`src/ftcfd_fifo.sv`:
```
// ----------------------------------------------------------------------------
// ftcfd_fifo
// Short queue of classified samples between the front and the back end.
// ----------------------------------------------------------------------------
module ftcfd_fifo #(
  parameter int WIDTH = 8,
  parameter int DEPTH = 4
) (
  input  logic                       clk_i,
  input  logic                       rst_ni,
  input  logic                       push_i,
  input  logic [WIDTH-1:0]           data_i,
  input  logic                       pop_i,
  output logic [WIDTH-1:0]           data_o,
  output logic                       valid_o,
  output logic [$clog2(DEPTH+1)-1:0] level_o
);

  localparam int PW = $clog2(DEPTH);
  localparam int LW = $clog2(DEPTH+1);

  logic [WIDTH-1:0] slot_q [DEPTH];
  logic [PW-1:0]    wp_q, rp_q;
  logic [LW-1:0]    level_q;
  logic             do_pop;

  assign do_pop = pop_i && (level_q != '0);

  always_ff @(posedge clk_i) begin
    if (push_i) begin
      slot_q[wp_q] <= data_i;
    end
  end

  always_ff @(posedge clk_i or negedge rst_ni) begin
    if (!rst_ni) begin
      wp_q    <= '0;
      rp_q    <= '0;
      level_q <= '0;
    end else begin
      if (push_i) begin
        wp_q <= (wp_q == PW'(DEPTH-1)) ? '0 : wp_q + 1'b1;
      end
      if (do_pop) begin
        rp_q <= (rp_q == PW'(DEPTH-1)) ? '0 : rp_q + 1'b1;
      end
      if (push_i && !do_pop) begin
        level_q <= level_q + 1'b1;
      end else if (!push_i && do_pop) begin
        level_q <= level_q - 1'b1;
      end
    end
  end

  assign data_o  = slot_q[rp_q];
  assign valid_o = (level_q != '0);
  assign level_o = level_q;

endmodule

```
`config.mk`:
```
export PLATFORM = sky130hd
export DESIGN_NAME = ftcfd_fifo
export DESIGN_NICKNAME = d
export VERILOG_FILES = /design/src/ftcfd_fifo.sv
export SDC_FILE = /design/constraint.sdc
export NUM_CORES = 1
export LEC_CHECK = 0
export BUFFER_PORTS_ARGS = -buffer_cell sky130_fd_sc_hd__buf_2
export CAP_MARGIN = 10
export CORE_MARGIN = 1
export CORE_UTILIZATION = 40
export DETAILED_ROUTE_END_ITERATION = 10
export PLACE_DENSITY = 0.56
export RECOVER_POWER = 25
export SETUP_SLACK_MARGIN = 0.1
export SLEW_MARGIN = 0
export SYNTH_ARGS = -nofsm -noshare
export SYNTH_HDL_FRONTEND = slang
export SYNTH_SLANG_ARGS = --single-unit
```
`constraint.sdc`:
```
create_clock -name clk_i -period 2.6 [get_ports clk_i]
set_input_delay 0.65 -clock clk_i [delete_from_list [all_inputs] [get_ports clk_i]]
set_output_delay 0.65 -clock clk_i [all_outputs]
set_load 0.03 [all_outputs]
```
==> summary.md <==
| Metric | Value |
|---|---|
| CTS tree | `done` |
| Post-CTS Setup Bufs | `0` |
| Avg WL per Cell | `16.0 microns` |
| Post-synthesis cell type count | `18` |
| Status | `finished, final reports clean` |
| RSZ-0062 raised after global routing | `false` |
| Post_cts resized | `1` |
| Final Max Slew Viols | `0` |
| RR Startpoint | `level_o[0]` |
| Residual DRC | `0` |
| Final setup viols | `0` |
| Initial antenna violation count | `0` |
| Yosys reg bits | `39` |
| Vias in the first global route | `778` |
| Fmax | `0.442 GHz` |
| Worst hold path type | `input port to async pin` |
| Syn_area_per_cell | `20.2 sq um` |
| Crit-path max FO | `11` |
| Leading post-synthesis cells by cell area | `edfxtp_1 61%, mux4_2 11%, dfrtp_1 11%` |
| Fin crit period | `2.26 ns` |
| Peak VDD IR | `0.405 mV` |
| Die span in x | `64.8 microns` |
| Worst setup SP type | `flip-flop` |
| Synthesized Nets | `97` |
| Starting density of the core | `0.424` |
| Critical Path RT | `1.95 ns` |
| Setup TNS | `0 ns` |
| Final setup margin | `0.337 ns` |
| First-pass GRT wire length | `3.97 mm` |
| Core footprint | `0.00372 sq mm` |
| YS warnings | `0` |
| Largest net degree at the start of global routing | `13` |
| Power consumption | `2120 uW` |
| Routed Antenna Nets | `0` |
| WL final | `2.48 mm` |
| WS Path Type | `flip-flop to output pin` |
| CTS root buffer | `clkbuf_8` |
| Clk buf depth | `2` |
| Final-stage net count | `125` |
| Post-DP HPWL | `1.71 mm` |
| Global route overflow | `0` |
| Lkg Pwr | `0.000677 uW` |
| Drt initial violations | `26` |
| Diodes inserted | `0` |
| Clock-pin slew on the worst setup and hold paths | `0.07 ns` |
| Crit. End Element | `output pin` |
| FILL cells | `328` |
| Vias/cell | `4.83` |
| Worst rel slew slack | `0.691` |
| CTS buffer count | `5` |
| R2R depth | `8` |
| Cts hold-fix bufs | `0` |
| WP data arrival | `1.61 ns` |
| Port bufs | `23` |
| Layout cells sized above 1 | `0.355` |
| Post-Syn Instances | `78` |
| Mapped Area | `0.00158 sq mm` |
| Slew @ Worst Pin | `0.463 ns` |
| # H-tree levels | `2` |
| Die ar. | `0.00419 sq mm` |
| Max Cap Viol | `0` |
| Synth top area share | `0.610` |
| DP Worst Slack | `0.401 ns` |
| Clock Latency Late Sink | `0.29 ns` |
| DR pass1 iterations | `4` |
| Register area share after synthesis | `0.721` |
| Pwr/cell area | `1160 mW/mm^2` |
| Synth area leader | `edfxtp_1` |
| Clk sinks | `39` |
| Area delta synth->final | `16.0%` |
| DR vias | `749` |
| Fin crit share | `0.870` |
| Max Clock Skew | `0.00430 ns` |
| # rows | `22` |
| GP Congestion | `0.692` |
| Flop2flop setup slack | `0.52 ns` |
| Die height | `64.8 microns` |
| Reg-to-reg endpoint | `level_o[2]` |
| Total GRT Usage | `0.143` |
| Final number of hold-violating endpoints | `0` |
| IO Count | `24` |
## final cells by class
class                           count  area, sq um  share of cell area
Inverter                            3         11.3             0.00616
Clock inverter                      1         5.00             0.00274
Clock buffer                        7         86.3              0.0473
Timing Repair Buffer               23          108              0.0589
Multi-Input combinational cell     34          419               0.229
Tap cell                           48         60.1              0.0329
Sequential cell                    39         1140               0.623
## kinds of logic after synthesis
group,share of synthesized area
buffers and inverters,0.0127
AOI/OAI and AO/OA,0.00635
adders and majority gates,0.0604
and+or+nand+nor,0.0421
DFF,0.721
muxes,0.141
xor gates and xnor gates,0.0167
## metrics by stage
| stage | hold WS, ns | cell area, sq um | util | std cells |
|---|---|---|---|---|
| after floorplan | 0.354 | 1580 | - | 78 |
| after global placement | 0.487 | 1740 | 0.469 | 147 |
| after detailed placement | 0.491 | 1740 | 0.469 | 147 |
| after CTS | 0.186 | 1830 | 0.494 | 155 |
| after global routing | 0.271 | 1830 | 0.492 | 155 |
| final | 0.263 | 1830 | 0.492 | 155 |
## power breakdown
part,leakage [uW],total [uW],switching (uW),internal [uW]
clock network,0.0000482,407,193,214
logic,0.000253,755,429,326
registers,0.000376,962,137,825
total,0.000677,2120,759,1360
## Yosys cell counts
cell	count
mux2_2	1
mux4_2	8
o21ai_0	2
dfrtp_1	7
or3_4	1
and2_1	4
xnor2_1	1
clkbuf_1	1
buf_2	1
fa_1	1
nand2_4	1
xor2_1	2
nor2_1	3
edfxtp_1	32
nand2_1	2
ha_1	6
inv_1	3
mux2_4	2
## worst max path at each step
stage               start         end  slack [ns]  cells past startpoint
5_1_grt           rp_q[0]   data_o[5]        0.23                      2
3_3_place_gp      rp_q[0]   data_o[2]        0.42                      2
6_report          rp_q[0]   data_o[5]        0.34                      2
3_5_place_dp      rp_q[0]   data_o[5]        0.40                      2
4_1_cts           rp_q[0]   data_o[5]        0.29                      2
2_1_floorplan  level_o[0]  level_o[2]        0.42                      8
## per-layer routing
metal  routed length, microns  global-route usage  vias to the layer above  share of wire
met3                      119              0.0599                        5          0.048
met4                       52              0.0750                        0          0.021
met2                     1230               0.227                       18           0.50
met5                        0                   0                        -              0
met1                     1070               0.165                      375           0.43
li1                         -                   -                      351              -
## flip-flops by register name, indices dropped and copies added, names as in the netlist
signal   cells
slot_q      32
level_o      3
wp_q         2
rp_q         2
## placed cells by master, fill, tap and decap left out, types with 2 or more instances in the layout
cell type / count
dfrtp_1: 6
nand2_1: 2
ha_1: 6
buf_2: 17
clkbuf_1: 7
mux2_4: 2
edfxtp_1: 32
o21ai_0: 2
inv_1: 3
xor2_1: 2
nor2_1: 3
mux4_2: 8
and2_1: 4
clkbuf_8: 6
## critical path, stage by stage, from the launching register on
cell and delay [ns]:
dfrtp_2 0.57, mux4_2 0.56, buf_2 0.19
No activity file was read; power rests on OpenSTA's default activity.
