--- src/ftcfd_pkg.sv ---
// ----------------------------------------------------------------------------
// ftcfd_pkg
// Shared constants, configuration type and helpers of the fast trapezoid
// filter with constant fraction discriminator.
// ----------------------------------------------------------------------------
package ftcfd_pkg;

  localparam int SAMPLE_BITS_DEF  = 14;
  localparam int WINDOW_DEPTH_DEF = 4096;
  localparam int CFD_DEPTH_DEF    = 64;

  localparam int POS_BITS = 13;
  localparam logic [POS_BITS-1:0] POS_MAX = 13'd8191;

  // scaled window length reaches 127 << 3, sums need 10 extra bits
  localparam int LEN_EXTRA  = 10;
  localparam int SPAN_BITS  = 12;
  localparam int FIFO_DEPTH = 4;

  localparam int CFG_IDX_BITS  = 3;
  localparam int CFG_DATA_BITS = 7;

  localparam logic [CFG_IDX_BITS-1:0] CFG_FAST_LENGTH  = 3'd0;
  localparam logic [CFG_IDX_BITS-1:0] CFG_FAST_GAP     = 3'd1;
  localparam logic [CFG_IDX_BITS-1:0] CFG_FILTER_RANGE = 3'd2;
  localparam logic [CFG_IDX_BITS-1:0] CFG_CFD_DELAY    = 3'd3;
  localparam logic [CFG_IDX_BITS-1:0] CFG_CFD_SCALE    = 3'd4;

  typedef struct packed {
    logic [6:0] fast_length;
    logic [6:0] fast_gap;
    logic [1:0] filter_range;
    logic [5:0] cfd_delay;
    logic [2:0] cfd_scale;
  } cfg_t;

  function automatic logic [LEN_EXTRA-1:0] eff_len(cfg_t c);
    logic [LEN_EXTRA-1:0] l;
    l = (c.fast_length == 7'd0) ? 10'd1 : {3'b000, c.fast_length};
    return l << c.filter_range;
  endfunction

  function automatic logic [LEN_EXTRA-1:0] eff_gap(cfg_t c);
    return {3'b000, c.fast_gap} << c.filter_range;
  endfunction

  // 2L + G
  function automatic logic [SPAN_BITS-1:0] eff_span(cfg_t c);
    return {1'b0, eff_len(c), 1'b0} + {2'b00, eff_gap(c)};
  endfunction

endpackage

--- src/ftcfd_ram.sv ---
// ----------------------------------------------------------------------------
// ftcfd_ram
// Generic one write, one read RAM with registered read data.
// ----------------------------------------------------------------------------
module ftcfd_ram #(
  parameter int WIDTH = 8,
  parameter int DEPTH = 64
) (
  input  logic                     clk_i,
  input  logic                     we_i,
  input  logic [$clog2(DEPTH)-1:0] waddr_i,
  input  logic [WIDTH-1:0]         wdata_i,
  input  logic [$clog2(DEPTH)-1:0] raddr_i,
  output logic [WIDTH-1:0]         rdata_o
);

  logic [WIDTH-1:0] mem_q [DEPTH];
  logic [WIDTH-1:0] rdata_q;

  always_ff @(posedge clk_i) begin
    if (we_i) begin
      mem_q[waddr_i] <= wdata_i;
    end
    rdata_q <= mem_q[raddr_i];
  end

  assign rdata_o = rdata_q;

endmodule

--- src/ftcfd_back.sv ---
// ----------------------------------------------------------------------------
// ftcfd_back
// Result engine: bit-serial divide by the window length, CFD, result register.
// ----------------------------------------------------------------------------
module ftcfd_back import ftcfd_pkg::*; #(
  parameter int SAMPLE_BITS = SAMPLE_BITS_DEF,
  parameter int CFD_DEPTH   = CFD_DEPTH_DEF,
  parameter int ITEMW       = SAMPLE_BITS + LEN_EXTRA + 1 + POS_BITS + $clog2(CFD_DEPTH) + 2
) (
  input  logic                          clk_i,
  input  logic                          rst_ni,
  input  cfg_t                          cfg_i,
  input  logic                          item_valid_i,
  input  logic [ITEMW-1:0]              item_i,
  output logic                          pop_o,
  output logic                          res_valid_o,
  input  logic                          res_ready_i,
  output logic signed [SAMPLE_BITS+3:0] fast_o,
  output logic signed [SAMPLE_BITS+7:0] cfd_o,
  output logic                          cfd_valid_o,
  output logic                          trace_end_o
);

  localparam int SUMW  = SAMPLE_BITS + LEN_EXTRA;
  localparam int NUMW  = SUMW + 3;
  localparam int FASTW = SAMPLE_BITS + 4;
  localparam int CFDW  = SAMPLE_BITS + 8;
  localparam int CW    = $clog2(CFD_DEPTH);
  localparam int NCW   = $clog2(NUMW);
  localparam logic [8:0] CFD_LAST = 9'(CFD_DEPTH - 1);

  localparam logic [1:0] ST_IDLE = 2'd0;
  localparam logic [1:0] ST_DIV  = 2'd1;
  localparam logic [1:0] ST_CALC = 2'd2;
  localparam logic [1:0] ST_OUT  = 2'd3;

  logic [1:0]          state_q;
  logic [SUMW:0]       it_diff;
  logic [POS_BITS-1:0] it_x, x_q;
  logic [CW-1:0]       it_xm, xm_q;
  logic                it_emit, it_last, last_q, neg_q;
  logic [SUMW-1:0]     mag;
  logic [NUMW-1:0]     num_q;
  logic [6:0]          rem_q, dvs, rem_n;
  logic [7:0]          rem2;
  logic                qbit;
  logic [NCW-1:0]      cnt_q;
  logic                seen_q;
  logic signed [FASTW-1:0] ff_q, fq, firstv, fd, line_rd;
  logic [8:0]          d9;
  logic [CW-1:0]       d;
  logic [CW:0]         raddr_w;
  logic [CW-1:0]       raddr;
  logic                cvalid, use_first;
  logic [3:0]          sc;
  logic signed [CFDW:0] fq_x, fd_x, sc_x, prod, cfd_full;
  logic signed [FASTW-1:0] fast_q;
  logic signed [CFDW-1:0]  cfd_q;
  logic                cval_q, end_q;

  assign {it_diff, it_x, it_xm, it_emit, it_last} = item_i;
  assign mag   = it_diff[SUMW] ? SUMW'(~it_diff + 1'b1) : it_diff[SUMW-1:0];
  assign pop_o = (state_q == ST_IDLE) && item_valid_i;

  assign dvs   = (cfg_i.fast_length == 7'd0) ? 7'd1 : cfg_i.fast_length;
  assign rem2  = {rem_q, num_q[NUMW-1]};
  assign qbit  = rem2 >= {1'b0, dvs};
  assign rem_n = qbit ? 7'(rem2 - {1'b0, dvs}) : rem2[6:0];

  assign d9      = ({3'b000, cfg_i.cfd_delay} > CFD_LAST) ? CFD_LAST : {3'b000, cfg_i.cfd_delay};
  assign d       = d9[CW-1:0];
  assign raddr_w = (xm_q >= d) ? {1'b0, xm_q} - {1'b0, d}
                               : {1'b0, xm_q} + (CW+1)'(CFD_DEPTH) - {1'b0, d};
  assign raddr   = raddr_w[CW-1:0];

  ftcfd_ram #(.WIDTH(FASTW), .DEPTH(CFD_DEPTH)) u_fast_line (
    .clk_i,
    .we_i   (state_q == ST_CALC),
    .waddr_i(xm_q),
    .wdata_i(fq),
    .raddr_i(raddr),
    .rdata_o(line_rd)
  );

  assign fq        = neg_q ? FASTW'(FASTW'(0) - num_q[FASTW-1:0]) : num_q[FASTW-1:0];
  assign firstv    = seen_q ? ff_q : fq;
  assign cvalid    = x_q >= {7'd0, cfg_i.cfd_delay};
  assign use_first = ({1'b0, x_q} + 1'b1) < ((POS_BITS+1)'(d) + (POS_BITS+1)'(eff_span(cfg_i)));
  assign fd        = use_first ? firstv : ((d == '0) ? fq : line_rd);
  assign sc        = 4'd8 - {1'b0, cfg_i.cfd_scale};
  assign fq_x      = (CFDW+1)'(fq);
  assign fd_x      = (CFDW+1)'(fd);
  assign sc_x      = (CFDW+1)'($signed({1'b0, sc}));
  assign prod      = fq_x * sc_x;
  assign cfd_full  = prod - (fd_x <<< 3);

  always_ff @(posedge clk_i or negedge rst_ni) begin
    if (!rst_ni) begin
      state_q <= ST_IDLE;
      seen_q  <= 1'b0;
    end else begin
      case (state_q)
        ST_IDLE: begin
          if (item_valid_i) begin
            if (it_emit) begin
              state_q <= ST_DIV;
            end else if (it_last) begin
              seen_q <= 1'b0;
            end
          end
        end
        ST_DIV: begin
          if (cnt_q == '0) begin
            state_q <= ST_CALC;
          end
        end
        ST_CALC: begin
          seen_q  <= last_q ? 1'b0 : 1'b1;
          state_q <= ST_OUT;
        end
        ST_OUT: begin
          if (res_ready_i) begin
            state_q <= ST_IDLE;
          end
        end
        default: state_q <= ST_IDLE;
      endcase
    end
  end

  always_ff @(posedge clk_i) begin
    case (state_q)
      ST_IDLE: begin
        num_q  <= NUMW'({mag, 3'b000} >> cfg_i.filter_range);
        rem_q  <= '0;
        cnt_q  <= NCW'(NUMW - 1);
        neg_q  <= it_diff[SUMW];
        x_q    <= it_x;
        xm_q   <= it_xm;
        last_q <= it_last;
      end
      ST_DIV: begin
        rem_q <= rem_n;
        num_q <= {num_q[NUMW-2:0], qbit};
        cnt_q <= cnt_q - 1'b1;
      end
      ST_CALC: begin
        if (!seen_q) begin
          ff_q <= fq;
        end
        fast_q <= fq;
        cfd_q  <= cvalid ? cfd_full[CFDW-1:0] : '0;
        cval_q <= cvalid;
        end_q  <= last_q;
      end
      default: ;
    endcase
  end

  assign res_valid_o = (state_q == ST_OUT);
  assign fast_o      = fast_q;
  assign cfd_o       = cfd_q;
  assign cfd_valid_o = cval_q;
  assign trace_end_o = end_q;

endmodule

--- config.mk ---
export PLATFORM = sky130hd
export DESIGN_NAME = ftcfd_back
export DESIGN_NICKNAME = d
export VERILOG_FILES = /design/src/ftcfd_pkg.sv /design/src/ftcfd_ram.sv /design/src/ftcfd_back.sv
export SDC_FILE = /design/constraint.sdc
export NUM_CORES = 1
export LEC_CHECK = 0
export BUFFER_PORTS_ARGS = -buffer_cell sky130_fd_sc_hd__buf_2
export CORE_ASPECT_RATIO = 1.2
export CORE_MARGIN = 4
export CORE_UTILIZATION = 30
export CTS_CLUSTER_DIAMETER = 80
export DETAILED_ROUTE_END_ITERATION = 16
export GPL_TIMING_DRIVEN = 0
export PLACE_DENSITY = 0.5
export SETUP_SLACK_MARGIN = 0.1
export SKIP_LAST_GASP = 1
export SYNTH_ARGS = -nofsm -noshare
export SYNTH_HDL_FRONTEND = slang
export SYNTH_HIERARCHICAL = 1
export SYNTH_SLANG_ARGS = --single-unit
--- constraint.sdc ---
create_clock -name clk_i -period 15.8 [get_ports clk_i]
set_input_delay 0.79 -clock clk_i [delete_from_list [all_inputs] [get_ports clk_i]]
set_output_delay 0.79 -clock clk_i [all_outputs]
set_load 0.02 [all_outputs]
==> reports/summary.md, run 1 <==
* 0.839 — global placement routability congestion
* sky130_fd_sc_hd__edfxtp_1 — most frequent standard cell in the layout excluding fill and tap cells
* 17.8 um2 — mean cell area of the mapped netlist
* complete, no violations — run status
* 31,649 — via count of the first global-routing pass
* 5.70 ns — Worst Slack Setup Final
* 0 — remaining global-route overflow
* 57 — largest net degree at the start of global routing
* 3 — Max Buffers Root-to-Sink
* 1,293 — number of synthesized register bits
* 0 — post-CTS sizing
* primary input — sort of element at the start of the critical path
* 3,383 — synthesized net count
* 0 — max-cap violations
* 137 — Inserted Clock Buffers
* 30.3% — initial core utilization
* 68.8% — sequential area share after synthesis
* false — RSZ-0062 raised after global routing
* 2,659 — Iter 0 DRT Violations
* 6 — number of iterations in the first detailed-routing pass
* 0 — final count of pins violating max slew
* 10.58 ns — arrival time of the worst setup path
* 5.03 — via density per instance
* 0 — antenna-violating nets left
* sky130_fd_sc_hd__edfxtp_1, sky130_fd_sc_hd__mux4_2, sky130_fd_sc_hd__inv_1, sky130_fd_sc_hd__buf_2, sky130_fd_sc_hd__clkbuf_16 — most used cells in the layout excluding fill and tap cells
* 11 — initial antenna violation count
* 26.4% — ratio of cells with drive above 1 in the final layout
* 0.0261 ns — worst clock skew
* 482 um — Die Height
* 1.36 ns — transition at the pin with the smallest max-transition slack
* 26.1 um — routed length per instance
* 66.7 mm — wire length on met1
* 4 — H-tree lvl count
* 229 mm — first-pass GRT wire length
* 0.83 ns — CP peak stage delay
* sky130_fd_sc_hd__ha_1 — cell type with the highest occurrence count on the critical path
* 9.53% — worst slew margin relative to its limit
* 18.5% — relative area change from synthesis to final layout
* 79.5 mm — WL met2
* in -> reg — type of the worst setup path
* 79 — Netlist cell types
* 3,759 — net count of the finished layout
* 0.06 ns — clock slew at the register clock pins of the worst setup and hold paths
* 403 um — Die Span X
* yes — TritonCTS clock tree
* 0 — number of hold violations in the final report
* 186,000 um2 — core area
* 16.3% — total global routing track utilization
* 30,663 — vias after detailed routing
* 159 mm — total wire length after detailed routing
* 0.232% — Async SR Flop Fraction
* sky130_fd_sc_hd__edfxtp_1 — Post-synth top flop
* 194,000 um2 — area of the die
* sky130_fd_sc_hd__clkbuf_16 — root buf cell
* 119 — number of top-level pins
* 115 mm — DPL Wire Length
* 0 — Setup Viol. Count Final
* flip-flop — kind of end point of the critical path
* 8.41 mm — met3 WL post-DR
* 3,154 — Post-Synthesis Cells
* 6 — total number of yosys warnings
* 10 — crit path max fanout
* 0 ns — aggregate negative setup slack
* 10.10 ns — minimum period implied by the final worst setup slack
* met5 — highest metal layer used by the detailed router
* 35.9% — final core utilization
* 4.95 ns — Worst Setup Slack post-DPL
* 1,293 — number of clock sinks
* 56,200 um2 — Mapped Area
* 63.9% — final cycle utilization of the critical path
* 111 — PortBufs
* in -> reg — worst hold-check path type
* 1,272 — EDFF count, synth
* 173 — row cnt
* 0.77 ns — Clk Latency, worst-skew pair
* sky130_fd_sc_hd__a2111oi_0 — Critical Path Slowest Stage Cell
* 0 — DRC violation count after routing
* 99.0 MHz — highest clock rate
* 16.28 ns — WP data required
-- final timing paths --
path / from / end / cells after the start / slack (ns)
max: cfg_i[9] / cfd_o[21] / 34 / 5.70
max reg2reg: x_q[0] / cfd_o[21] / 25 / 8.06
min in group asynchronous: rst_ni / seen_q / 2 / 0.47
min reg2reg: num_q[18] / num_q[19] / 2 / 0.53
max in group asynchronous: rst_ni / state_q[0] / 2 / 15.20
min: item_i[3] / xm_q[1] / 1 / 0.21
-- metal layers --
metal	track usage, %	vias to the layer above
met1	21.3	16269
met3	2.63	213
met4	4.99	6
met5	0	-
li1	-	13295
met2	28.1	880
-- state kept, by name, summed over array words and instances, names as in the netlist, 2 cells and up --
register             count
num_q                   27
state_q                  2
ff_q                    18
u_fast_line/mem_q     1152
cfd_o                   22
cnt_q                    5
xm_q                     6
u_fast_line/rdata_o     18
fast_o                  18
x_q                     13
rem_q                    7
-- cells by family (layout without fill, tap and decap cells) --
| logic type | after synthesis | count (layout) | share of synthesized area [%] |
|---|---|---|---|
| other | 0 | 3 | 0 |
| multiplexers | 453 | 453 | 14.9 |
| XOR/XNOR | 81 | 81 | 1.26 |
| adder cells (fa/ha/maj) | 154 | 154 | 4.26 |
| AO/OA/AOI/OAI | 364 | 364 | 4.07 |
| flip-flops | 1293 | 1293 | 68.8 |
| AND/OR/NAND/NOR | 501 | 501 | 4.17 |
| buffers and inverters | 308 | 791 | 2.62 |
-- final cells by class --
cell class                      instances  area [um2]
Fill cell                           17434      119000
Sequential cell                      1293       38600
Multi-Input combinational cell       1553       16400
Clock buffer                          175        3700
Tap cell                             2450        3070
Timing Repair Buffer                  237        2630
Buffer                                152         888
Clock inverter                         71         666
Inverter                              156         588
Antenna cell                            3        7.51
-- cell usage after synthesis (all sizes together), types with 21 or more instances --
| cell | instances | share of area (%) |
|---|---|---|
| a211oi | 21 | 0.28 |
| a21oi | 86 | 0.77 |
| and2 | 27 | 0.30 |
| buf | 79 | 1.0 |
| clkbuf | 72 | 0.55 |
| edfxtp | 1272 | 68 |
| fa | 62 | 2.2 |
| ha | 92 | 2.0 |
| inv | 155 | 1.0 |
| mux2 | 51 | 1.0 |
| mux2i | 102 | 1.8 |
| mux4 | 300 | 12 |
| nand2 | 136 | 0.91 |
| nand3 | 33 | 0.30 |
| nor2 | 168 | 1.1 |
| nor3 | 36 | 0.32 |
| o21ai | 114 | 1.0 |
| o22ai | 29 | 0.32 |
| or3 | 21 | 0.24 |
| xnor2 | 53 | 0.83 |
| xor2 | 28 | 0.44 |
-- stage by stage --
step	instances	hold slack (ns)	cell area, um2
floorplan	3154	0.426	56200
global placement	5715	0.511	59800
detailed placement	5840	0.516	62200
CTS	6087	0.142	66600
global route	6088	0.168	66600
finish	6090	0.207	66600
-- worst max-delay path: cells and delay by family --
| family | cells | cell delay (ns) |
|---|---|---|
| fa+ha+maj | 8 | 2.90 |
| xor+xnor | 2 | 0.36 |
| simple gates | 2 | 0.17 |
| compound gates | 14 | 4.12 |
| mux | 1 | 0.28 |
| buf+inv | 7 | 1.91 |
-- what timing repair did --
item                                   4_1_cts  5_1_grt
endpoints found under the hold margin        3        0
hold buffers                                 1        0
buffers inserted                             0        0
Power of run 1 is left out: the tool's default activity adds up to more than one toggle a clock period on the data nets, which glitch-free logic cannot reach.
==> run 2: changes to the inputs <==
==> constraint.sdc (replaced) <==
create_clock -name clk_i -period 9.4 [get_ports clk_i]
set_input_delay 0.47 -clock clk_i [delete_from_list [all_inputs] [get_ports clk_i]]
set_output_delay 0.47 -clock clk_i [all_outputs]
set_load 0.02 [all_outputs]
==> run 2 against run 1 <==
Against the previous run:
- clock skew decreased by 0.00073 ns
- first-iteration DRC count increased by 0.15%
- die area unchanged
- non-clock buffer count increased by 22
- global-route usage about the same
- critical path depth increased by 1
- setup slack got worse by 5.0 ns
- worst hold slack got worse by 0.056 ns
- cell count increased by 0.34%
- via count increased by 0.21%
- utilization increased by 0.13 points
- critical endpoint unchanged
==> reports/summary.md, run 2 (same netlist as run 1, synthesis figures left out) <==
* 0.0254 ns — worst clock skew
* 0 — antenna-violating nets left
* 92.2% — final cycle utilization of the critical path
* 30.3% — initial core utilization
* 2,663 — Iter 0 DRT Violations
* 1.32 ns — transition at the pin with the smallest max-transition slack
* 482 um — Die Height
* 12.2% — worst slew margin relative to its limit
* flip-flop — kind of end point of the critical path
* 3,781 — net count of the finished layout
* 2.24 ns — flop2flop setup slack
* 0 — max-cap violations
* 10 — crit path max fanout
* 3 — Max Buffers Root-to-Sink
* sky130_fd_sc_hd__clkbuf_16 — root buf cell
* 19.0% — relative area change from synthesis to final layout
* yes — TritonCTS clock tree
* 1,152 — max FFs per register
* 16.3% — total global routing track utilization
* 111 — PortBufs
* complete, no violations — run status
* 62,200 um2 — post-place instance area
* 4 — H-tree lvl count
* 31,767 — via count of the first global-routing pass
* compound AO/OA/AOI/OAI gates — cell class contributing the biggest share of worst-path delay
* 0 — final count of pins violating max slew
* 0.06 ns — clock slew at the register clock pins of the worst setup and hold paths
* 36.0% — final core utilization
* 230 mm — first-pass GRT wire length
* 160 mm — total wire length after detailed routing
* 57 — largest net degree at the start of global routing
* 173 — row cnt
* 0 — DRC violation count after routing
* 0 — remaining global-route overflow
* cfd_o[21] — end of the worst register-to-register path
* 194,000 um2 — area of the die
* 0.53 ns — CP peak stage delay
* 6,111 — non-filler cells, final
* 26 — Worst Reg-to-Reg Cells
* 66,800 um2 — post-layout instance area
* 30,728 — vias after detailed routing
* 8.67 ns — minimum period implied by the final worst setup slack
* 119 — number of top-level pins
* 26.1 um — routed length per instance
* 186,000 um2 — core area
* 403 um — Die Span X
* sky130_fd_sc_hd__edfxtp_1, sky130_fd_sc_hd__mux4_2, sky130_fd_sc_hd__inv_1, sky130_fd_sc_hd__buf_2, sky130_fd_sc_hd__clkbuf_16 — most used cells in the layout excluding fill and tap cells
* 9.15 ns — arrival time of the worst setup path
* 9 — Crit path buffers/inverters
* in -> reg — type of the worst setup path
* 0.77 ns — Clk Latency, worst-skew pair
* false — RSZ-0062 raised after global routing
* 1,293 — number of clock sinks
* 7 — number of iterations in the first detailed-routing pass
* 137 — Inserted Clock Buffers
* 0 — number of hold violations in the final report
* 11 — initial antenna violation count
* sky130_fd_sc_hd__edfxtp_1 — most frequent standard cell in the layout excluding fill and tap cells
* 0 — Setup Viol. Count Final
* 5,840 — cell count after placement
* primary input — sort of element at the start of the critical path
* sky130_fd_sc_hd__fa_1 — Critical Path Slowest Stage Cell
* 17,417 — fill cell count
* sky130_fd_sc_hd__ha_1 — cell type with the highest occurrence count on the critical path
* u_fast_line/mem_q — Top reg by flops
* -1.13 ns — Worst Setup Slack post-DPL
* 0.730 ns — Worst Slack Setup Final
* 115 MHz — highest clock rate
* 26.5% — ratio of cells with drive above 1 in the final layout
* 115 mm — DPL Wire Length
* x_q[0] — R2R Path Start
* 5.03 — via density per instance
* 0.839 — global placement routability congestion
* 9.88 ns — WP data required
* in -> async — worst hold-check path type
==> run 2: how the worst max path moves through the flow <==
stage,startpoint,endpoint,slack (ns),depth (start not counted)
3_3_place_gp,num_q[0],cfd_o[21],-5.56,18
3_5_place_dp,cfg_i[9],cfd_o[21],-1.13,34
2_1_floorplan,cfg_i[9],cfd_o[19],0.88,32
4_1_cts,cfg_i[9],cfd_o[21],0.28,34
5_1_grt,cfg_i[9],cfd_o[21],0.1,35
6_report,cfg_i[9],cfd_o[21],0.73,35
==> run 2: metrics by stage <==
| step | hold WS [ns] | TNS (ns) |
|---|---|---|
| 4_1_cts | 0.0831 | 0 |
| 2_1_floorplan | 0.174 | 0 |
| 5_1_grt | 0.123 | 0 |
| 3_5_place_dp | 0.289 | -8.12 |
| 3_3_place_gp | 0.285 | -598.64 |
| 6_report | 0.151 | 0 |
==> run 2: metal layers <==
layer,up-vias,global-route usage (%),share of wire (%)
met4,4,4.99,2.7
met3,203,2.61,5.2
met5,-,0,0.014
met2,880,28.2,50
met1,16298,21.3,42
li1,13343,-,-
==> run 2: repair_timing <==
item / 4_1_cts / 5_1_grt
hold buffers: 22 / 0
endpoints found under the setup margin: 6 / 7
gates resized for setup: 4 / 12
endpoints found under the hold margin: 24 / 0
pin swaps: 0 / 1
setup buffers: 0 / 1
==> run 2: final cells by class <==
type / instances / area [um2] / share of cell area, %
flip-flops and latches: 1293 / 38600 / 57.8
multi-input cells: 1553 / 16400 / 24.6
clock buffers: 175 / 3700 / 5.53
well taps: 2450 / 3070 / 4.59
repair buffers: 259 / 2850 / 4.26
plain buffers: 152 / 902 / 1.35
clock inverters: 71 / 666 / 0.996
inverters: 156 / 588 / 0.880
diodes: 2 / 5.00 / 0.00749
Power of run 2 is left out for the same reason.
